==> config.mk <==
export PLATFORM = sky130hd
export DESIGN_NAME = pat_table
export DESIGN_NICKNAME = d
export VERILOG_FILES = /design/src/pat_pkg.sv /design/src/pat_table.sv
export SDC_FILE = /design/constraint.sdc
export NUM_CORES = 2
export LEC_CHECK = 0
export BUFFER_PORTS_ARGS = -buffer_cell sky130_fd_sc_hd__buf_4
export CAP_MARGIN = 20
export CORE_MARGIN = 2
export CORE_UTILIZATION = 50
export CTS_BUF_LIST = sky130_fd_sc_hd__clkbuf_8 sky130_fd_sc_hd__clkbuf_16
export DETAILED_ROUTE_END_ITERATION = 8
export MAX_ROUTING_LAYER = met4
export PLACE_DENSITY = 0.66
export SETUP_SLACK_MARGIN = 0.02
export SLEW_MARGIN = 20
export SYNTH_ARGS = -nofsm -noshare
export SYNTH_HDL_FRONTEND = slang
export SYNTH_SLANG_ARGS = --single-unit
==> constraint.sdc <==
create_clock -name clk -period 9.1 [get_ports clk]
set_input_delay 0 -clock clk [delete_from_list [all_inputs] [get_ports clk]]
set_output_delay 0 -clock clk [all_outputs]
set_load 0.03 [all_outputs]
==> src/pat_pkg.sv <==
`timescale 1ns / 1ps
// ----------------------------------------------------------------------------
// pat_pkg
// Shared types and constants for the per-address traffic accounting block.
// ----------------------------------------------------------------------------
package pat_pkg;

    localparam int MAC_W = 48;
    localparam int IP_W  = 32;
    localparam int TOT_W = 32;
    localparam int LEN_W = 16;
    localparam int MIN_W = 6;

    localparam logic [MIN_W-1:0] MINUTES_PER_HOUR = 6'd60;
    localparam logic [MIN_W-1:0] WINDOW_RESET     = 6'd1;

    typedef struct packed {
        logic [MAC_W-1:0] src_mac;
        logic [MAC_W-1:0] dst_mac;
        logic [IP_W-1:0]  src_ip;
        logic [IP_W-1:0]  dst_ip;
        logic [LEN_W-1:0] ip_total_length;
        logic [MIN_W-1:0] minute;
    } pat_in_t;

    typedef struct packed {
        logic             direction;
        logic [MAC_W-1:0] mac_address;
        logic [IP_W-1:0]  ip_address;
        logic [TOT_W-1:0] total_bytes;
        logic             table_overflow;
        logic             last;
    } pat_out_t;

    // one table entry as read from the memories
    typedef struct packed {
        logic [MAC_W-1:0] mac;
        logic [IP_W-1:0]  ip;
        logic [TOT_W-1:0] total;
    } pat_entry_t;

    // lookup request handed to a table
    typedef struct packed {
        logic [MAC_W-1:0] mac;
        logic [IP_W-1:0]  ip;
        logic [LEN_W-1:0] len;
    } pat_req_t;

    typedef struct packed {
        logic busy;
        logic dropped;
    } pat_tbl_status_t;

    typedef enum logic {
        TBL_IDLE,
        TBL_SCAN
    } pat_tbl_state_t;

    typedef enum logic [1:0] {
        CTL_IDLE,
        CTL_ACCT,
        CTL_REP_RD,
        CTL_REP_LOAD
    } pat_ctl_state_t;

endpackage

==> src/pat_table.sv <==
`timescale 1ns / 1ps
// ----------------------------------------------------------------------------
// pat_table
// One address table: MAC, IP and byte total memories with a sequential
// search, saturating read-modify-write of the total, append on miss if not full.
// ----------------------------------------------------------------------------
module pat_table #(
    parameter int ENTRIES = 32
) (
    input  logic                          clk,
    input  logic                          rst_n,
    input  logic                          start,
    input  pat_pkg::pat_req_t             req,
    input  logic                          clear,
    input  logic                          rd_en,
    input  logic [((ENTRIES > 1) ? $clog2(ENTRIES) : 1)-1:0] rd_addr,
    output pat_pkg::pat_entry_t           rd_data,
    output logic [$clog2(ENTRIES+1)-1:0]  count,
    output pat_pkg::pat_tbl_status_t      status
);

    localparam int IW = (ENTRIES > 1) ? $clog2(ENTRIES) : 1;
    localparam int CW = $clog2(ENTRIES + 1);

    logic [pat_pkg::MAC_W-1:0] mac_mem [ENTRIES];
    logic [pat_pkg::IP_W-1:0]  ip_mem  [ENTRIES];
    logic [pat_pkg::TOT_W-1:0] tot_mem [ENTRIES];

    pat_pkg::pat_tbl_state_t state_reg, state_next;
    logic [CW-1:0]           idx_reg, idx_next;
    logic                    pend_reg, pend_next;
    logic [CW-1:0]           count_reg, count_next;
    logic                    dropped_reg, dropped_next;
    logic [IW-1:0]           pend_idx_reg, pend_idx_next;
    pat_pkg::pat_req_t       req_reg;
    pat_pkg::pat_entry_t     rd_data_reg;

    logic                      hit;
    logic                      scan_done;
    logic                      issue;
    logic                      table_full;
    logic                      ins_we;
    logic                      upd_we;
    logic [pat_pkg::TOT_W:0]   sum;
    logic [pat_pkg::TOT_W-1:0] sat_total;
    logic [IW-1:0]             rd_idx;
    logic [IW-1:0]             tot_wa;
    logic [pat_pkg::TOT_W-1:0] tot_wd;

    assign table_full = (count_reg == CW'(ENTRIES));
    assign hit        = pend_reg && (rd_data_reg.mac == req_reg.mac);
    assign scan_done  = (idx_reg == count_reg);
    assign issue      = (state_reg == pat_pkg::TBL_SCAN) && !hit && !scan_done;
    assign upd_we     = (state_reg == pat_pkg::TBL_SCAN) && hit;
    assign ins_we     = (state_reg == pat_pkg::TBL_SCAN) && !hit && scan_done && !table_full;

    assign sum       = {1'b0, rd_data_reg.total} +
                       {{(pat_pkg::TOT_W + 1 - pat_pkg::LEN_W){1'b0}}, req_reg.len};
    assign sat_total = sum[pat_pkg::TOT_W] ? '1 : sum[pat_pkg::TOT_W-1:0];

    assign rd_idx = (state_reg == pat_pkg::TBL_SCAN) ? idx_reg[IW-1:0] : rd_addr;
    assign tot_wa = ins_we ? count_reg[IW-1:0] : pend_idx_reg;
    assign tot_wd = ins_we ? {{(pat_pkg::TOT_W - pat_pkg::LEN_W){1'b0}}, req_reg.len}
                           : sat_total;

    // memories: one write port each, one registered read port shared by
    // search and report
    always_ff @(posedge clk)
    begin
        if (ins_we)
        begin
            mac_mem[count_reg[IW-1:0]] <= req_reg.mac;
            ip_mem[count_reg[IW-1:0]]  <= req_reg.ip;
        end
        if (ins_we || upd_we)
        begin
            tot_mem[tot_wa] <= tot_wd;
        end
        if (issue || rd_en)
        begin
            rd_data_reg.mac   <= mac_mem[rd_idx];
            rd_data_reg.ip    <= ip_mem[rd_idx];
            rd_data_reg.total <= tot_mem[rd_idx];
        end
    end

    always_ff @(posedge clk)
    begin
        if (start)
        begin
            req_reg <= req;
        end
        pend_idx_reg <= pend_idx_next;
    end

    always_ff @(posedge clk or negedge rst_n)
    begin
        if (!rst_n)
        begin
            state_reg   <= pat_pkg::TBL_IDLE;
            idx_reg     <= '0;
            pend_reg    <= 1'b0;
            count_reg   <= '0;
            dropped_reg <= 1'b0;
        end
        else
        begin
            state_reg   <= state_next;
            idx_reg     <= idx_next;
            pend_reg    <= pend_next;
            count_reg   <= count_next;
            dropped_reg <= dropped_next;
        end
    end

    always_comb
    begin
        state_next    = state_reg;
        idx_next      = idx_reg;
        pend_next     = 1'b0;
        pend_idx_next = pend_idx_reg;
        count_next    = count_reg;
        dropped_next  = dropped_reg;
        unique case (state_reg)
            pat_pkg::TBL_IDLE:
            begin
                if (start)
                begin
                    idx_next   = '0;
                    state_next = pat_pkg::TBL_SCAN;
                end
            end
            pat_pkg::TBL_SCAN:
            begin
                // read of entry idx issued now, compared next cycle
                pend_next = issue;
                if (issue)
                begin
                    idx_next      = idx_reg + CW'(1);
                    pend_idx_next = idx_reg[IW-1:0];
                end
                if (hit)
                begin
                    state_next = pat_pkg::TBL_IDLE;
                end
                else if (scan_done)
                begin
                    if (table_full)
                    begin
                        dropped_next = 1'b1;
                    end
                    else
                    begin
                        count_next = count_reg + CW'(1);
                    end
                    state_next = pat_pkg::TBL_IDLE;
                end
            end
            default:
            begin
                state_next = pat_pkg::TBL_IDLE;
            end
        endcase
        if (clear)
        begin
            count_next   = '0;
            dropped_next = 1'b0;
        end
    end

    assign rd_data        = rd_data_reg;
    assign count          = count_reg;
    assign status.busy    = (state_reg != pat_pkg::TBL_IDLE);
    assign status.dropped = dropped_reg;

    a_count_range: assert property (@(posedge clk) disable iff (!rst_n)
        count_reg <= CW'(ENTRIES))
        else $error("table count beyond capacity");

    a_dropped_full: assert property (@(posedge clk) disable iff (!rst_n)
        dropped_reg |-> table_full)
        else $error("drop flag set while table has room");

    a_start_idle: assert property (@(posedge clk) disable iff (!rst_n)
        start |-> (state_reg == pat_pkg::TBL_IDLE))
        else $error("lookup started while search in progress");

endmodule

* Word-level counts from Yosys, hierarchy flattened
Memory sizes are Yosys's and may differ from the RTL's. A register that Yosys moved wholly into a read port is not among the register bits.
Cells that the tools add are included.
** Word-level totals
- Register bits after elaboration :: 116
- RAM bits :: 3584
- Input port bits :: 106
- Output and inout bits :: 120
- Word-level logic and storage cells :: 67
- Memories :: 3
** Operators by class
- Add/subtract/negate cells :: 3
- Equality and inequality tests :: 7
- Mux-type cells :: 26
- Bitwise operators :: 1
- Reductions and logical operators :: 18
** Memory list
- mac_mem :: words 32, bits a word 48, rd ports 1, clocked after Yosys merged registers in 1, write ports 1, RTL line pat_table.sv:25 : logic [pat_pkg::MAC_W-1:0] mac_mem [ENTRIES];
- ip_mem :: words 32, bits a word 32, rd ports 1, clocked after Yosys merged registers in 1, write ports 1, RTL line pat_table.sv:26 : logic [pat_pkg::IP_W-1:0] ip_mem [ENTRIES];
- tot_mem :: words 32, bits a word 32, rd ports 1, clocked after Yosys merged registers in 1, write ports 1, RTL line pat_table.sv:27 : logic [pat_pkg::TOT_W-1:0] tot_mem [ENTRIES];
** Operators with widths (number)
- $mux 32 :: 2
- $eq 48x48->1 :: 1
- $mux 6 :: 7
- $add 32x16->33 :: 1
- $mux 1 :: 13
- $add 6x1->6 const B :: 2
- $pmux 6 s2 :: 1
- $mux 5 :: 2
- $reduce_and 4->1 :: 2
- $eq 6x6->1 :: 1
- $eq 6x6->1 const B :: 1
- $logic_and 1x1->1 :: 6
- $ne 2x2->1 const B :: 3
- $reduce_bool 2->1 :: 3
- $reduce_and 2->1 :: 2
- $logic_not 1->1 :: 3
- $logic_or 1x1->1 :: 2
- $ne 2x1->1 const B :: 1
- $pmux 1 s2 :: 1
- $not 1->1 :: 1

* Logic depth before layout (Yosys ltp)
- Word-level depth :: 9
- Mapped depth :: 10
- Gate-level depth less buffers :: 9

* Least setup slack after synthesis
No wires, ideal clock.
- Path type :: reg2reg
- Start point :: register count_reg[2] (netlist: count[2])
- End point :: memory ip_mem[4][0] in the netlist's numbering (enable)
- Setup time :: 0.616 ns
- Arrival time :: 7.663 ns
- Data required time :: 8.484 ns
- Setup slack :: 0.821 ns
- Cell stages (with the launch flop) :: 10
- Path buffers :: 2
- Clock period less this slack :: 8.279 ns
- Path through :: dfrtp_1 clkbuf_1 xnor2_1 nand4_1 nor3_2 inv_1 nor3_2 buf_2 nand2_1 nor3_1
** On the way
- Longest elaborated chain between the ends :: 5
- Elaborated cells between the ends (all ways) :: 7
- Those cells by class :: eq/ne: 2; mux: 2; reduce/logical: 3
** Ends and longest elaborated chain
- from (decl) :: RTL line pat_table.sv:32 : logic [CW-1:0] count_reg, count_next;
- from (signal assigned) :: RTL line pat_table.sv:111 : count_reg <= count_next;
- $eq 6x6->1 (on tied branches) :: RTL line pat_table.sv:52, pat_table.sv:50
- $logic_and 1x1->1 / $logic_not 1->1 (equally long branches) :: RTL line pat_table.sv:55 : assign ins_we = (state_reg == pat_pkg::TBL_SCAN) && !hit && scan_done && !table_full;
- $logic_and 1x1->1 :: RTL line pat_table.sv:55
- $mux 1 :: RTL line pat_table.sv:70 : if (ins_we)
- $mux 1 (not written as such) :: RTL line pat_table.sv:73 : ip_mem[count_reg[IW-1:0]] <= req_reg.ip;
- to (decl) :: RTL line pat_table.sv:26
Parallel ways exist; a longest one is shown, timed or not.

* Final worst setup path
- Start point :: register req_reg[68] in the netlist's numbering
- End point :: memory tot_mem[7][22] in the netlist's numbering (enable)
** On the way
- Longest elaborated chain between the ends :: 9
- Elaborated cells between the ends (all ways) :: 11
- Those cells by class :: eq/ne: 1; mux: 3; reduce/logical: 7
** Ends and longest elaborated chain
- from (decl) :: RTL line pat_table.sv:35 : pat_pkg::pat_req_t req_reg;
- from (signal assigned) :: RTL line pat_table.sv:91 : req_reg <= req;
- $eq 48x48->1 (*) :: RTL line pat_table.sv:51 : assign hit = pend_reg && (rd_data_reg.mac == req_reg.mac);
- $logic_and 1x1->1 (*) :: RTL line pat_table.sv:51
- $logic_not 1->1 :: RTL line pat_table.sv:55
- $logic_and 1x1->1 (3 in series) :: RTL line pat_table.sv:55
- $logic_or 1x1->1 :: RTL line pat_table.sv:75 : if (ins_we || upd_we)
- $mux 1 :: RTL line pat_table.sv:75
- $mux 1 (not written as such) :: RTL line pat_table.sv:77 : tot_mem[tot_wa] <= tot_wd;
- to (decl) :: RTL line pat_table.sv:27
Mark *: on every way between the ends. The rest lies on a longest branch, timed or not.

==> impl_metrics.csv <==
group,metric,value,unit
die,die_h,545,um
grt,grt_pass1_wl,534,mm
logic_synthesis,syn_avg_cell_area,20.2,sq um
critical_path,cp-start-kind,"register",
critical_path,end_kind,"register",
sta,min_period_over_period,69.6,%
sta,hold_violations,0,
routing,wl_per_cell,30.9,um
critical_path,crit_type,"register to register",
critical_path,crit_slowest_cell,"edfxtp_1",
clocking,numClockSinks,3812,
logic_synthesis,yosys.area.top_type,"edfxtp_1",
clocking,cts_resized,0,
sta,setup_ws,2.77,ns
routing,drt-initial-drc-count,9267,
power,p_int,35.9,mW
logic_synthesis,syn_nets,7361,
critical_path,crit_top_cell,"buf_4",
sta,worst_slew_pin_slew,1.18,ns
critical_path,critPathTopFamily,"simple AND/OR/NAND/NOR gates",
routing,antenna_left,0,
min_path,hold_class,"input pin to register",
sta,fin_setup_tns,0,ns
routing,vias,74300,
critical_path,reg2regPathDepth,9,
logic_synthesis,synth_seq_cells,3812,
grt,met2_usage,40.9,%
sta,holdWs,0.177,ns
die,core_area,0.291,sq mm
clocking,clkLatencyLatePin,0.97,ns
die,die_area,0.297,sq mm
sta,max_freq,0.158,GHz
critical_path,cp_max_fo,36,
run,max-cap-violations,0,
finish,layout_common_cells,"edfxtp_1, nand2_1, mux4_2",
critical_path,cp_data_required_time,9.64,ns
finish,finalNetCount,7956,
power,pwr-share-clk,28.9,%
logic_synthesis,synth_cells,7233,
place,port_buffers,225,
finish,layout-drive-gt1-share,23.9,%
grt,use_met1,35.4,%
clocking,htreeDepth,5,
power,p_seq_share,43.3,%
power,p_leak,54.3,nW
critical_path,path_buf_inv,2,
sta,setup_violations,0,
power,p_sw,16.3,mW
status,status,"finished, final reports clean",
sta,period_needed,6.33,ns
die,row_count,198,
logic_synthesis,ys_seq_area_share,78.1,%
critical_path,path_cells,"xor2_1, nor4_1, nand4_1, o41a_1, nand3_2, buf_4, mux2_2, nor3_2, buf_4",
power,power_density,311,mW/mm^2
critical_path,cpPeakStageDelay,0.96,ns
die,io_pins,226,
logic_synthesis,synth.area.top_cells,"edfxtp_1, mux4_2, nand2_1, nand3_1, clkbuf_1",
grt,busiest_layer,"met2",
power,ir_drop,0.265,mV
clocking,clkTransAtPathRegs,0.06,ns
finish,areaGrowthSynthToFinish,14.6,%
grt,overflow,0,
grt,use_met3,3.47,%
min_path,hold_depth,2,
power,p_sw_share,31.3,%
place,gp_congestion,0.821,
sta,rsz0062_at_grt,"false",
die,start_util,50.3,%
place,pre_cts_ws,2.73,ns
logic_synthesis,synth_edf_count,3797,
clocking,cts_buffer_depth,4,
logic_synthesis,synth_top_area_share,77.9,%
min_path,hold_end,"req_reg[35]",
logic_synthesis,synth_area,0.146,sq mm
clocking,cts-buffers-inserted,377,
logic_synthesis,ys.flop_type,"edfxtp_1",
power,p_comb_share,27.8,%
logic_synthesis,yosysWarnings,0,
clocking,cts_tree,"built",
grt,antenna_found_initial,5,
grt,grt_use_total,25.8,%
die,die_w,545,um
routing,drc_errors,0,
grt,grt_max_degree,146,
finish,final_util,57.6,%
critical_path,r2r_end,"tot_mem[7][22]",
critical_path,r2r-start,"req_reg[68]",
routing,wl,372,mm
logic_synthesis,netlist-cell-type-count,64,
critical_path,cp.arrival,6.87,ns
clocking,root_buffer,"clkbuf_16",
sta,fin_worst_skew,0.0900,ns
place,hpwl,186,mm
min_path,min_from,"start",
sta,final_max_slew_viol_count,0,
grt,first_global_vias,75200,
critical_path,ff2ff_setup_slack,2.77,ns
routing,viasPerCell,6.18,
routing,drt_pre_antenna_iters,6,
sta,timing.slew.headroom,21.6,%
logic_synthesis,async_flop_share,0.393,%
finish,largest_reg_flops,1536,
finish,final_common_cell,"edfxtp_1",
## cell type report
class | instances | area, sq um
fill | 21000 | 123000
sequential | 3812 | 114000
multi-input combinational | 3014 | 31000
clock buffer | 377 | 9430
timing repair buffer | 610 | 5460
tap | 3900 | 4880
clock inverter | 303 | 2580
inverter | 13 | 48.8
antenna | 4 | 10.0
## power groups by stage
stage / registers (mW) / clock network, mW / logic [mW]
5_1_grt: 22.7 / 15.9 / 15.6
6_report: 22.6 / 15.1 / 14.5
3_5_place_dp: 23.0 / 0 / 14.4
3_3_place_gp: 22.9 / 0 / 14.2
2_1_floorplan: 23.4 / 0 / 9.03
4_1_cts: 22.6 / 15.3 / 14.6
## cells by family after synthesis
family,Yosys count,synth area share (%)
AND/OR/NAND/NOR,1895,5.63
adder cells (fa/ha/maj),22,0.193
XOR/XNOR,70,0.419
flip-flops,3812,78.1
buffers and inverters,407,1.15
multiplexers,907,13.9
AO/OA/AOI/OAI,120,0.595
## worst max path at each step
stage / slack, ns / to / startpoint / depth (start not counted)
after floorplan: 0.82 / ip_mem[4][0] / count[2] / 9
after global placement: 2.83 / tot_mem[6][21] / req_reg[70] / 9
after detailed placement: 2.73 / tot_mem[6][20] / req_reg[68] / 9
after CTS: 2.65 / tot_mem[6][30] / req_reg[68] / 9
after global routing: 2.25 / tot_mem[7][22] / req_reg[68] / 9
final: 2.77 / tot_mem[7][22] / req_reg[68] / 9
## worst reg2reg max path: cells and delay by family, from the launching register on
family	cells	cell delay, ns
XOR/XNOR	1	0.36
multiplexers	1	0.61
buffers and inverters	2	1.07
flip-flops	1	0.96
AND/OR/NAND/NOR	4	2.25
AO/OA/AOI/OAI	1	0.65
## synthesized netlist by cell type (all sizes together), types with 3 or more instances
cell type and number:
xnor2 14, and3 22, edfxtp 3797, ha 21
nor2 50, mux4 896, mux2 6, o21a 6
a2111oi 4, o31ai 3, nor3 49, and2 5
clkbuf 240, a211oi 6, o21bai 3, nor2b 4
inv 13, o21ai 17, or2 8, mux2i 5
buf 154, a21oi 28, nand3 688, xor2 56
or3 4, nand2b 6, nor4 14, nand2 1033
a21o 10, a311oi 4, nand4 7, dfrtp 15
a31oi 14
## what timing repair did
item / 4_1_cts / 5_1_grt
setup buffers: 0 / 0
setup endpoints to repair: 0 / 0
hold buffers: 200 / 0
hold endpoints to repair: 204 / 0
## per-layer routing
layer / vias up / part of all wire (%)
li1: 30500 / -
met1: 39500 / 39
met2: 3622 / 49
met3: 633 / 8.4
met4: 0 / 3.1
met5: - / 0
## metrics by stage
step / total power, mW / instances / instance area [sq um]
after floorplan: 32.4 / 7233 / 146000
after global placement: 37.2 / 11100 / 153000
after detailed placement: 37.4 / 11100 / 153000
after CTS: 52.5 / 12000 / 167000
after global routing: 54.2 / 12000 / 168000
final: 52.2 / 12000 / 168000
(Power assumes the default switching activity.)
